### src/hdl/rfsd_pkg.sv
// ----------------------------------------------------------------------------
// Radiometer frame sample demux package
// Shared constants, the word job record and frame layout positions.
// ----------------------------------------------------------------------------
package rfsd_pkg;

   // Frame layout.
   localparam logic [7:0] POS_FRAME_FIRST = 8'd0;
   localparam logic [7:0] POS_MARK_A      = 8'd4;
   localparam logic [7:0] POS_MARK_B      = 8'd5;
   localparam logic [7:0] HALF0_FIRST     = 8'd8;
   localparam logic [7:0] HALF0_LAST      = 8'd125;
   localparam logic [7:0] HALF1_FIRST     = 8'd128;
   localparam logic [7:0] HALF1_LAST      = 8'd245;
   localparam logic [7:0] POS_SATURATE    = 8'd255;

   // Header checks.
   localparam logic [7:0] MARKER_BYTE = 8'd255;
   localparam logic [7:0] COUNTER_MIN = 8'd2;
   localparam logic [7:0] COUNTER_MAX = 8'd26;

   // Word position boundaries of the three resolution groups.
   localparam logic [5:0] LOW_WORD_END  = 6'd5;
   localparam logic [5:0] FULL_WORD_END = 6'd13;
   localparam logic [4:0] FULL_CH_FIRST = 5'd5;
   localparam logic [4:0] MED_CH_FIRST  = 5'd7;

   // Samples per word, minus one.
   localparam logic [1:0] LOW_CNT_M1  = 2'd3;
   localparam logic [1:0] FULL_CNT_M1 = 2'd0;
   localparam logic [1:0] MED_CNT_M1  = 2'd1;

   localparam logic [15:0] SIGN_FLIP = 16'h8000;

   localparam int LINE_BITS_DEF = 16;
   localparam int LINE_IDX_W    = 16;
   localparam int QUEUE_DEPTH   = 2;

   // One completed word, ready to be expanded into samples.
   typedef struct packed {
      logic [15:0]           word;
      logic [4:0]            channel;
      logic [7:0]            column;
      logic [1:0]            count_m1;
      logic [LINE_IDX_W-1:0] line;
   } job_type;

endpackage

### src/hdl/rfsd_req_if.sv
// ----------------------------------------------------------------------------
// Request channel interface
// Carries one raw frame byte and its frame start flag per request.
// ----------------------------------------------------------------------------
interface rfsd_req_if;
   logic       valid;
   logic       ready;
   logic [7:0] frame_byte;
   logic       frame_start;

   modport source (output valid, output frame_byte, output frame_start, input ready);
   modport sink   (input valid, input frame_byte, input frame_start, output ready);
endinterface

### src/hdl/rfsd_rsp_if.sv
// ----------------------------------------------------------------------------
// Response channel interface
// Carries one demultiplexed sample per transfer.
// ----------------------------------------------------------------------------
interface rfsd_rsp_if;
   logic               valid;
   logic               ready;
   logic signed [15:0] sample_value;
   logic [4:0]         channel_id;
   logic [7:0]         column_index;
   logic [15:0]        line_index;
   logic               last_of_run;

   modport source (output valid, output sample_value, output channel_id,
                   output column_index, output line_index, output last_of_run,
                   input ready);
   modport sink   (input valid, input sample_value, input channel_id,
                   input column_index, input line_index, input last_of_run,
                   output ready);
endinterface

### src/hdl/rfsd_front.sv
// ----------------------------------------------------------------------------
// Frame front end
// Tracks the byte position, checks the frame header and assembles words.
// ----------------------------------------------------------------------------
module rfsd_front
   import rfsd_pkg::*;
#(
   parameter int LINE_BITS = LINE_BITS_DEF
) (
   input  logic         clock,
   input  logic         reset,
   input  logic         byte_order_mode,
   rfsd_req_if.sink     req_bus,
   input  logic         q_full,
   output logic         push,
   output job_type      job
);

   logic [7:0]           byte_position_ff, byte_position_in;
   logic                 frame_valid_ff, frame_valid_in;
   logic [4:0]           scan_counter_ff, scan_counter_in;
   logic [7:0]           held_byte_ff, held_byte_in;
   logic [LINE_BITS-1:0] line_count_ff, line_count_in;

   logic       accept;
   logic [7:0] pos, b, marker, cnt;
   logic       fv, in_half0, in_half1;
   logic [7:0] off;
   logic [5:0] w, t;
   logic [7:0] col_base;
   logic [1:0] first;
   logic [31:0] line_ext;

   assign req_bus.ready = !q_full;
   assign accept = req_bus.valid && req_bus.ready;
   assign b = req_bus.frame_byte;

   always_comb begin
      pos = req_bus.frame_start ? POS_FRAME_FIRST : byte_position_ff;
      fv  = req_bus.frame_start ? 1'b0 : frame_valid_ff;
      in_half0 = (pos >= HALF0_FIRST) && (pos <= HALF0_LAST);
      in_half1 = (pos >= HALF1_FIRST) && (pos <= HALF1_LAST);
      off = in_half1 ? (pos - HALF1_FIRST) : (pos - HALF0_FIRST);
      w   = off[6:1];
      marker = byte_order_mode ? b : held_byte_ff;
      cnt    = byte_order_mode ? held_byte_ff : b;
      col_base = {scan_counter_ff - 5'd2, 3'b000} + {5'd0, in_half1, 2'b00};
      line_ext = 32'(line_count_ff);

      t = 6'd0;
      job.word = byte_order_mode ? {held_byte_ff, b} : {b, held_byte_ff};
      job.line = line_ext[LINE_IDX_W-1:0];
      if (w < LOW_WORD_END) begin
         job.channel  = w[4:0];
         first        = 2'd0;
         job.count_m1 = LOW_CNT_M1;
      end else if (w < FULL_WORD_END) begin
         t = w - LOW_WORD_END;
         job.channel  = FULL_CH_FIRST + {3'd0, t[3:2]};
         first        = t[1:0];
         job.count_m1 = FULL_CNT_M1;
      end else begin
         t = w - FULL_WORD_END;
         job.channel  = MED_CH_FIRST + t[5:1];
         first        = {t[0], 1'b0};
         job.count_m1 = MED_CNT_M1;
      end
      job.column = col_base + {6'd0, first};

      byte_position_in = byte_position_ff;
      frame_valid_in   = frame_valid_ff;
      scan_counter_in  = scan_counter_ff;
      held_byte_in     = held_byte_ff;
      line_count_in    = line_count_ff;
      push             = 1'b0;

      if (accept) begin
         byte_position_in = (pos != POS_SATURATE) ? pos + 8'd1 : pos;
         frame_valid_in   = fv;
         if (pos == POS_FRAME_FIRST) begin
            frame_valid_in = 1'b0;
         end else if (pos == POS_MARK_A) begin
            held_byte_in = b;
         end else if (pos == POS_MARK_B) begin
            if (marker == MARKER_BYTE && cnt >= COUNTER_MIN && cnt <= COUNTER_MAX) begin
               frame_valid_in  = 1'b1;
               scan_counter_in = cnt[4:0];
            end else begin
               frame_valid_in = 1'b0;
            end
         end else if (in_half0 || in_half1) begin
            if (!off[0]) begin
               held_byte_in = b;
            end else if (fv) begin
               push = 1'b1;
               // The last word of the final scan of a line closes the line.
               if (pos == HALF1_LAST && scan_counter_ff == COUNTER_MAX[4:0]) begin
                  line_count_in = line_count_ff + 1'b1;
               end
            end
         end
      end
   end

   always_ff @(posedge clock) begin
      if (reset) begin
         byte_position_ff <= '0;
         frame_valid_ff   <= 1'b0;
         scan_counter_ff  <= '0;
         held_byte_ff     <= '0;
         line_count_ff    <= '0;
      end else begin
         byte_position_ff <= byte_position_in;
         frame_valid_ff   <= frame_valid_in;
         scan_counter_ff  <= scan_counter_in;
         held_byte_ff     <= held_byte_in;
         line_count_ff    <= line_count_in;
      end
   end

endmodule

### src/hdl/rfsd_queue.sv
// ----------------------------------------------------------------------------
// Word job queue
// Short FIFO that decouples word assembly from sample expansion.
// ----------------------------------------------------------------------------
module rfsd_queue
   import rfsd_pkg::*;
(
   input  logic    clock,
   input  logic    reset,
   input  logic    push,
   input  job_type push_job,
   input  logic    pop,
   output job_type head_job,
   output logic    empty,
   output logic    full
);

   localparam int PTR_W = (QUEUE_DEPTH > 1) ? $clog2(QUEUE_DEPTH) : 1;
   localparam int CNT_W = $clog2(QUEUE_DEPTH + 1);

   job_type          entries_ff [QUEUE_DEPTH];
   logic [PTR_W-1:0] wr_ptr_ff, wr_ptr_in, rd_ptr_ff, rd_ptr_in;
   logic [CNT_W-1:0] count_ff, count_in;

   function automatic logic [PTR_W-1:0] ptr_next(input logic [PTR_W-1:0] p);
      ptr_next = (p == PTR_W'(QUEUE_DEPTH - 1)) ? '0 : p + 1'b1;
   endfunction

   assign empty    = (count_ff == '0);
   assign full     = (count_ff == CNT_W'(QUEUE_DEPTH));
   assign head_job = entries_ff[rd_ptr_ff];

   always_comb begin
      wr_ptr_in = push ? ptr_next(wr_ptr_ff) : wr_ptr_ff;
      rd_ptr_in = pop ? ptr_next(rd_ptr_ff) : rd_ptr_ff;
      count_in  = count_ff + CNT_W'(push) - CNT_W'(pop);
   end

   always_ff @(posedge clock) begin
      if (reset) begin
         wr_ptr_ff <= '0;
         rd_ptr_ff <= '0;
         count_ff  <= '0;
      end else begin
         wr_ptr_ff <= wr_ptr_in;
         rd_ptr_ff <= rd_ptr_in;
         count_ff  <= count_in;
      end
   end

   always_ff @(posedge clock) begin
      if (push) begin
         entries_ff[wr_ptr_ff] <= push_job;
      end
   end

   a_no_overflow: assert property (@(posedge clock) disable iff (reset)
      full |-> !push) else $error("job pushed into a full queue");
   a_no_underflow: assert property (@(posedge clock) disable iff (reset)
      empty |-> !pop) else $error("job popped from an empty queue");

endmodule

### src/hdl/rfsd_back.sv
// ----------------------------------------------------------------------------
// Sample expander
// Turns each word job into one, two or four samples in an output register.
// ----------------------------------------------------------------------------
module rfsd_back
   import rfsd_pkg::*;
(
   input  logic      clock,
   input  logic      reset,
   input  logic      q_empty,
   input  job_type   head_job,
   output logic      pop,
   rfsd_rsp_if.source rsp_bus
);

   job_type     job_ff, job_in;
   logic        busy_ff, busy_in;
   logic [1:0]  idx_ff, idx_in;
   logic        out_valid_ff, out_valid_in;
   logic [15:0] out_value_ff, out_value_in;
   logic [4:0]  out_channel_ff, out_channel_in;
   logic [7:0]  out_column_ff, out_column_in;
   logic [15:0] out_line_ff, out_line_in;
   logic        out_last_ff, out_last_in;

   job_type    cur;
   logic [1:0] cur_idx;
   logic       out_free, emit, is_last;

   always_comb begin
      out_free = !out_valid_ff || rsp_bus.ready;
      cur      = busy_ff ? job_ff : head_job;
      cur_idx  = busy_ff ? idx_ff : 2'd0;
      emit     = out_free && (busy_ff || !q_empty);
      is_last  = (cur_idx == cur.count_m1);
      pop      = emit && !busy_ff;

      job_in         = job_ff;
      busy_in        = busy_ff;
      idx_in         = idx_ff;
      out_valid_in   = out_valid_ff && !rsp_bus.ready;
      out_value_in   = out_value_ff;
      out_channel_in = out_channel_ff;
      out_column_in  = out_column_ff;
      out_line_in    = out_line_ff;
      out_last_in    = out_last_ff;

      if (emit) begin
         out_valid_in   = 1'b1;
         out_value_in   = cur.word ^ SIGN_FLIP;
         out_channel_in = cur.channel;
         out_column_in  = cur.column + {6'd0, cur_idx};
         out_line_in    = cur.line;
         out_last_in    = is_last;
         job_in         = cur;
         busy_in        = !is_last;
         idx_in         = cur_idx + 2'd1;
      end
   end

   always_ff @(posedge clock) begin
      if (reset) begin
         busy_ff      <= 1'b0;
         idx_ff       <= '0;
         out_valid_ff <= 1'b0;
      end else begin
         busy_ff      <= busy_in;
         idx_ff       <= idx_in;
         out_valid_ff <= out_valid_in;
      end
   end

   always_ff @(posedge clock) begin
      job_ff         <= job_in;
      out_value_ff   <= out_value_in;
      out_channel_ff <= out_channel_in;
      out_column_ff  <= out_column_in;
      out_line_ff    <= out_line_in;
      out_last_ff    <= out_last_in;
   end

   assign rsp_bus.valid        = out_valid_ff;
   assign rsp_bus.sample_value = $signed(out_value_ff);
   assign rsp_bus.channel_id   = out_channel_ff;
   assign rsp_bus.column_index = out_column_ff;
   assign rsp_bus.line_index   = out_line_ff;
   assign rsp_bus.last_of_run  = out_last_ff;

   a_idx_in_range: assert property (@(posedge clock) disable iff (reset)
      busy_ff |-> (idx_ff <= job_ff.count_m1))
      else $error("sample index ran past the word's sample count");
   a_low_last_column: assert property (@(posedge clock) disable iff (reset)
      (out_valid_ff && out_last_ff && out_channel_ff < FULL_CH_FIRST)
         |-> (out_column_ff[1:0] == 2'd3))
      else $error("low resolution word did not end on its fourth column");

endmodule

### src/hdl/radiometer_frame_sample_demux_core.sv
// ----------------------------------------------------------------------------
// Radiometer frame sample demux core
// Splits scan frames into per-channel samples with column and line indexes.
// ----------------------------------------------------------------------------
// A word's completing request pushes its job into the queue; the expander then
// registers its first sample at the output and the others follow one a cycle
// while the response side is ready. Throughput: one request per cycle while
// the job queue has room; the expander emits one sample per cycle while the
// response side is ready, so four-sample words can fill the queue and hold
// back requests. Reset is synchronous and active high; it clears the byte
// position, frame state, line count, queue, output and mode.
// ----------------------------------------------------------------------------
module radiometer_frame_sample_demux_core
   import rfsd_pkg::*;
#(
   parameter int LINE_BITS = LINE_BITS_DEF
) (
   input  logic       clock,
   input  logic       reset,
   rfsd_req_if.sink   req_bus,
   rfsd_rsp_if.source rsp_bus,
   input  logic       csr_wr_en,
   input  logic       csr_wr_data
);

   // The single configuration bit selects which header byte holds the
   // marker and whether words arrive most significant byte first.
   logic byte_order_mode_ff, byte_order_mode_in;

   // Front end to queue, queue to sample expander.
   logic    push, pop, q_full, q_empty;
   job_type push_job, head_job;

   assign byte_order_mode_in = csr_wr_en ? csr_wr_data : byte_order_mode_ff;

   always_ff @(posedge clock) begin
      if (reset) begin
         byte_order_mode_ff <= 1'b0;
      end else begin
         byte_order_mode_ff <= byte_order_mode_in;
      end
   end

   // The front end accepts a request whenever the queue is not full; every
   // second byte of a valid frame's data area yields one word job, which
   // already carries the line index in force when the word completed.
   rfsd_front #(
      .LINE_BITS (LINE_BITS)
   ) u_front (
      .clock           (clock),
      .reset           (reset),
      .byte_order_mode (byte_order_mode_ff),
      .req_bus         (req_bus),
      .q_full          (q_full),
      .push            (push),
      .job             (push_job)
   );

   rfsd_queue u_queue (
      .clock    (clock),
      .reset    (reset),
      .push     (push),
      .push_job (push_job),
      .pop      (pop),
      .head_job (head_job),
      .empty    (q_empty),
      .full     (q_full)
   );

   // The expander drains jobs into a registered output, so a stalled
   // response side only backs up the queue and not the byte intake at once.
   rfsd_back u_back (
      .clock    (clock),
      .reset    (reset),
      .q_empty  (q_empty),
      .head_job (head_job),
      .pop      (pop),
      .rsp_bus  (rsp_bus)
   );

endmodule
### src/flat_wrapper.sv
// flat-port wrapper written by rule: the top's interface ports become plain ports
module radiometer_frame_sample_demux_core_flat import rfsd_pkg::*;
#(
   parameter int LINE_BITS = LINE_BITS_DEF
)
  (clock, reset, csr_wr_en, csr_wr_data, req_bus_valid, req_bus_frame_byte, req_bus_frame_start, req_bus_ready, rsp_bus_valid, rsp_bus_sample_value, rsp_bus_channel_id, rsp_bus_column_index, rsp_bus_line_index, rsp_bus_last_of_run, rsp_bus_ready);
  rfsd_req_if req_bus_i ();
  rfsd_rsp_if rsp_bus_i ();
  input  logic clock;
  input  logic reset;
  input  logic csr_wr_en;
  input  logic csr_wr_data;
  input wire logic [$bits(req_bus_i.valid)-1:0] req_bus_valid;
  input wire logic [$bits(req_bus_i.frame_byte)-1:0] req_bus_frame_byte;
  input wire logic [$bits(req_bus_i.frame_start)-1:0] req_bus_frame_start;
  output wire logic [$bits(req_bus_i.ready)-1:0] req_bus_ready;
  output wire logic [$bits(rsp_bus_i.valid)-1:0] rsp_bus_valid;
  output wire logic [$bits(rsp_bus_i.sample_value)-1:0] rsp_bus_sample_value;
  output wire logic [$bits(rsp_bus_i.channel_id)-1:0] rsp_bus_channel_id;
  output wire logic [$bits(rsp_bus_i.column_index)-1:0] rsp_bus_column_index;
  output wire logic [$bits(rsp_bus_i.line_index)-1:0] rsp_bus_line_index;
  output wire logic [$bits(rsp_bus_i.last_of_run)-1:0] rsp_bus_last_of_run;
  input wire logic [$bits(rsp_bus_i.ready)-1:0] rsp_bus_ready;
  assign req_bus_i.valid = req_bus_valid;
  assign req_bus_i.frame_byte = req_bus_frame_byte;
  assign req_bus_i.frame_start = req_bus_frame_start;
  assign req_bus_ready = req_bus_i.ready;
  assign rsp_bus_valid = rsp_bus_i.valid;
  assign rsp_bus_sample_value = rsp_bus_i.sample_value;
  assign rsp_bus_channel_id = rsp_bus_i.channel_id;
  assign rsp_bus_column_index = rsp_bus_i.column_index;
  assign rsp_bus_line_index = rsp_bus_i.line_index;
  assign rsp_bus_last_of_run = rsp_bus_i.last_of_run;
  assign rsp_bus_i.ready = rsp_bus_ready;
  radiometer_frame_sample_demux_core #(.LINE_BITS(LINE_BITS)) u_core (.clock(clock), .reset(reset), .req_bus(req_bus_i), .rsp_bus(rsp_bus_i), .csr_wr_en(csr_wr_en), .csr_wr_data(csr_wr_data));
endmodule
### config.mk
export PLATFORM = sky130hd
export DESIGN_NAME = radiometer_frame_sample_demux_core_flat
export DESIGN_NICKNAME = d
export VERILOG_FILES = /design/src/hdl/rfsd_pkg.sv /design/src/hdl/rfsd_req_if.sv /design/src/hdl/rfsd_rsp_if.sv /design/src/hdl/rfsd_front.sv /design/src/hdl/rfsd_queue.sv /design/src/hdl/rfsd_back.sv /design/src/hdl/radiometer_frame_sample_demux_core.sv /design/src/flat_wrapper.sv
export SDC_FILE = /design/constraint.sdc
export NUM_CORES = 1
export LEC_CHECK = 0
export BUFFER_PORTS_ARGS = -buffer_cell sky130_fd_sc_hd__clkbuf_2
export CORE_AREA = 2 2 126 128
export CTS_CLUSTER_SIZE = 16
export DETAILED_ROUTE_END_ITERATION = 8
export DIE_AREA = 0 0 128 130
export GPL_ROUTABILITY_DRIVEN = 0
export PLACE_DENSITY = 0.79
export SLEW_MARGIN = 10
export SYNTH_ARGS = -nofsm -noshare
export SYNTH_HDL_FRONTEND = slang
export SYNTH_SLANG_ARGS = --single-unit
### constraint.sdc
create_clock -name clock -period 5.5 [get_ports clock]
set_clock_uncertainty 0.05 [all_clocks]
set_input_delay 0.55 -clock clock [delete_from_list [all_inputs] [get_ports clock]]
set_output_delay 0.55 -clock clock [all_outputs]
set_load 0.02 [all_outputs]
==> results_dict.tcl <==
set metrics [dict create \
    wire_per_inst_um 17.9 \
    hold_viol 0 \
    dieArea_um2 16600 \
    final_cells 946 \
    layout.nets 774 \
    drive_above_1_share 0.203 \
    criticalPathCategory "in2reg" \
    rows 46 \
    fin_crit_ns 3.82 \
    grt_pass1_vias 5356 \
    synth.cell_area_um2 9070 \
    finalInstanceArea_um2 9800 \
    synthArstFlopShare 0 \
    worstMarginPinSlew_ns 1.09 \
    fillers 1135 \
    clock_sinks 199 \
    path_cells "clkbuf_2, nor2b_1, inv_1, ha_1, nor3b_2, a21oi_1, o21a_1, xnor2_1, inv_1, ha_1, nor2_1, nand2_1, or2_2, a31oi_1, nor3_1" \
    placed_area_um2 9260 \
    core_um2 15400 \
    ys_seq_elements 199 \
    power_density_nw_per_um2 439 \
    final_util 0.636 \
    crit_fanout 30 \
    fp.dieW_um 128 \
    synth_enable_flop_cells 151 \
    antenna_found_initial 0 \
    dp_cells 914 \
    clk_path_buf_depth 2 \
    end_kind "flip-flop" \
    max_freq_mhz 262 \
    drcViolationCount 0 \
    diodes 0 \
    yosys_warnings 0 \
    hold_class "in2reg" \
    final.setup.tns_ns 0 \
    dp_hpwl_mm 10.9 \
    synthCells 724 \
    cp-start-kind "primary input" \
    p_leak_nw 3.50 \
    power_mw 4.30 \
    layout_common_cells "edfxtp_1, nor2_1, clkbuf_2" \
    drt_pass1_iterations 5 \
    crit_arrival_ns 3.95 \
    hold_ws_ns 0.302 \
    hold_buffers 0 \
    drt-initial-drc-count 531 \
    critPathTopFamily "simple AND/OR/NAND/NOR gates" \
    synthDistinctLibCells 73 \
    cts.htree.levels 4 \
    ir_drop_v 0.000252 \
    die_h_um 130 \
    relSlewSlack 0.270 \
    port_buffers 62 \
    grt_max_degree 49 \
    cp.required_ns 5.63 \
    cpPeakStageDelay_ns 0.48 \
    cts_inserted_buffers 17 \
    detail-route-antenna-nets 0 \
    drt-vias-per-instance 5.87 \
    routed_wl_mm 17.0 \
    cts_tree "yes" \
    period_share 0.695 \
    grt_usage 0.211 \
    ff2ff_setup_slack_ns 1.81 \
    status "finished, final reports clean" \
    grt_overflow 0 \
    pre_cts_ws_ns 1.33 \
    yosysSeqAreaShare 0.606 \
    clk_pin_slew_ns 0.07 \
    worst_slack_ns 1.68 \
    start_util 0.588 \
    cts_setup_buffers 0 \
    drv_cap 0 \
    final_common_cell "edfxtp_1" \
    slew_violations 0 \
    crit_buf_inv 3 \
    cts-root-buf "clkbuf_16" \
    post_cts_resized 0 \
    finalSetupViolations 0 \
    pin_count 63 \
    syn_nets 757 \
    grt_pass1_wl_mm 27.2 \
    syn_avg_cell_area_um2 12.5 \
    crit_slowest_cell "nor2b_1" \
    rsz0062_at_grt "false" \
    routed-via-count 5557 \
    areaGrowthSynthToFinish_pct 8.07 \
    clkLatencyLatePin_ns 0.43 \
    synthFlopType "edfxtp_1" \
]
-- worst paths after layout --
check / cells after the start / end / from
max: 15 / u_core.u_queue.entries_ff[0][30] / req_bus_frame_start
min: 3 / u_core.byte_order_mode_ff / csr_wr_data
max reg2reg: 14 / u_core.u_queue.entries_ff[0][30] / u_core.u_front.byte_position_ff[1]
min reg2reg: 0 / u_core.u_queue.entries_ff[0][15] / u_core.u_front.line_count_ff[15]
-- per-layer routing --
layer | global-route usage | up-vias | routed length [um]
met5 | 0 | - | 0
met4 | 0.0679 | 0 | 208
met1 | 0.276 | 2721 | 7610
li1 | - | 2635 | -
met2 | 0.357 | 186 | 8390
met3 | 0.0447 | 15 | 745
-- report_power, final --
part	leakage (nW)	switching, mW	internal [mW]	total, mW
clock	0.266	0.566	0.589	1.16
combinational	1.48	0.734	0.347	1.08
sequential	1.75	0.0925	1.97	2.06
total	3.50	1.39	2.91	4.30
-- state kept, by name (all words and copies together), names as in the netlist, 5 cells and up, named ones only --
register and count:
u_core.u_queue.entries_ff 94, u_core.u_back.job_ff 26, u_core.u_back.rsp_bus.line_index 16, u_core.u_front.line_count_ff 16
u_core.u_back.rsp_bus.column_index 8, u_core.u_front.byte_position_ff 8, u_core.u_front.held_byte_ff 8, u_core.u_back.rsp_bus.channel_id 5
u_core.u_front.scan_counter_ff 5
-- cell type report --
| cell class | instances | area [um^2] | share of cell area |
|---|---|---|---|
| flip-flops and latches | 199 | 5500 | 0.561 |
| clock inverters | 15 | 120 | 0.0123 |
| repair buffers | 68 | 355 | 0.0362 |
| inverters | 27 | 101 | 0.0103 |
| clock buffers | 17 | 425 | 0.0434 |
| multi-input cells | 428 | 3060 | 0.313 |
| well taps | 192 | 240 | 0.0245 |
-- tightest hold or removal path, stage by stage --
cell,delay (ns)
clkbuf_2,0.07
mux2i_1,0.05
nor2_1,0.07
-- kinds of logic after synthesis --
kind of cell             synth area share
AO/OA/AOI/OAI                      0.0737
XOR/XNOR                           0.0232
multiplexers                       0.0937
buffers and inverters              0.0585
adder cells (fa/ha/maj)            0.0268
flip-flops                          0.606
AND/OR/NAND/NOR                     0.118
-- cell usage after synthesis, types with 2 or more instances --
cell,number,area share
mux2i_1,50,0.055
nor3_1,9,0.0050
nand4_1,8,0.0055
and3b_1,2,0.0019
a41oi_1,2,0.0019
xor2_1,9,0.0087
buf_6,2,0.0025
buf_4,39,0.032
o31ai_1,2,0.0017
nand4_4,2,0.0047
o21ai_0,25,0.014
nand2_1,36,0.015
or2_2,2,0.0014
xnor2_1,15,0.014
dfxtp_1,48,0.11
o22ai_1,4,0.0028
ha_1,17,0.023
clkbuf_1,18,0.0074
a31oi_1,7,0.0048
buf_1,7,0.0029
and2_1,4,0.0028
buf_2,4,0.0022
nor4_1,4,0.0028
a21oi_1,27,0.015
nand2b_1,4,0.0028
nor3b_1,4,0.0033
nor2_1,80,0.033
mux2_2,31,0.038
inv_1,26,0.011
a2111o_1,2,0.0025
or3_1,8,0.0055
o21bai_1,2,0.0017
and3_1,7,0.0048
edfxtp_1,151,0.50
o21a_1,5,0.0041
a211oi_1,8,0.0066
nand3_1,6,0.0033
nor2b_1,10,0.0069
nor4b_1,3,0.0029
Note: power is estimated with default switching activity, not from simulation.
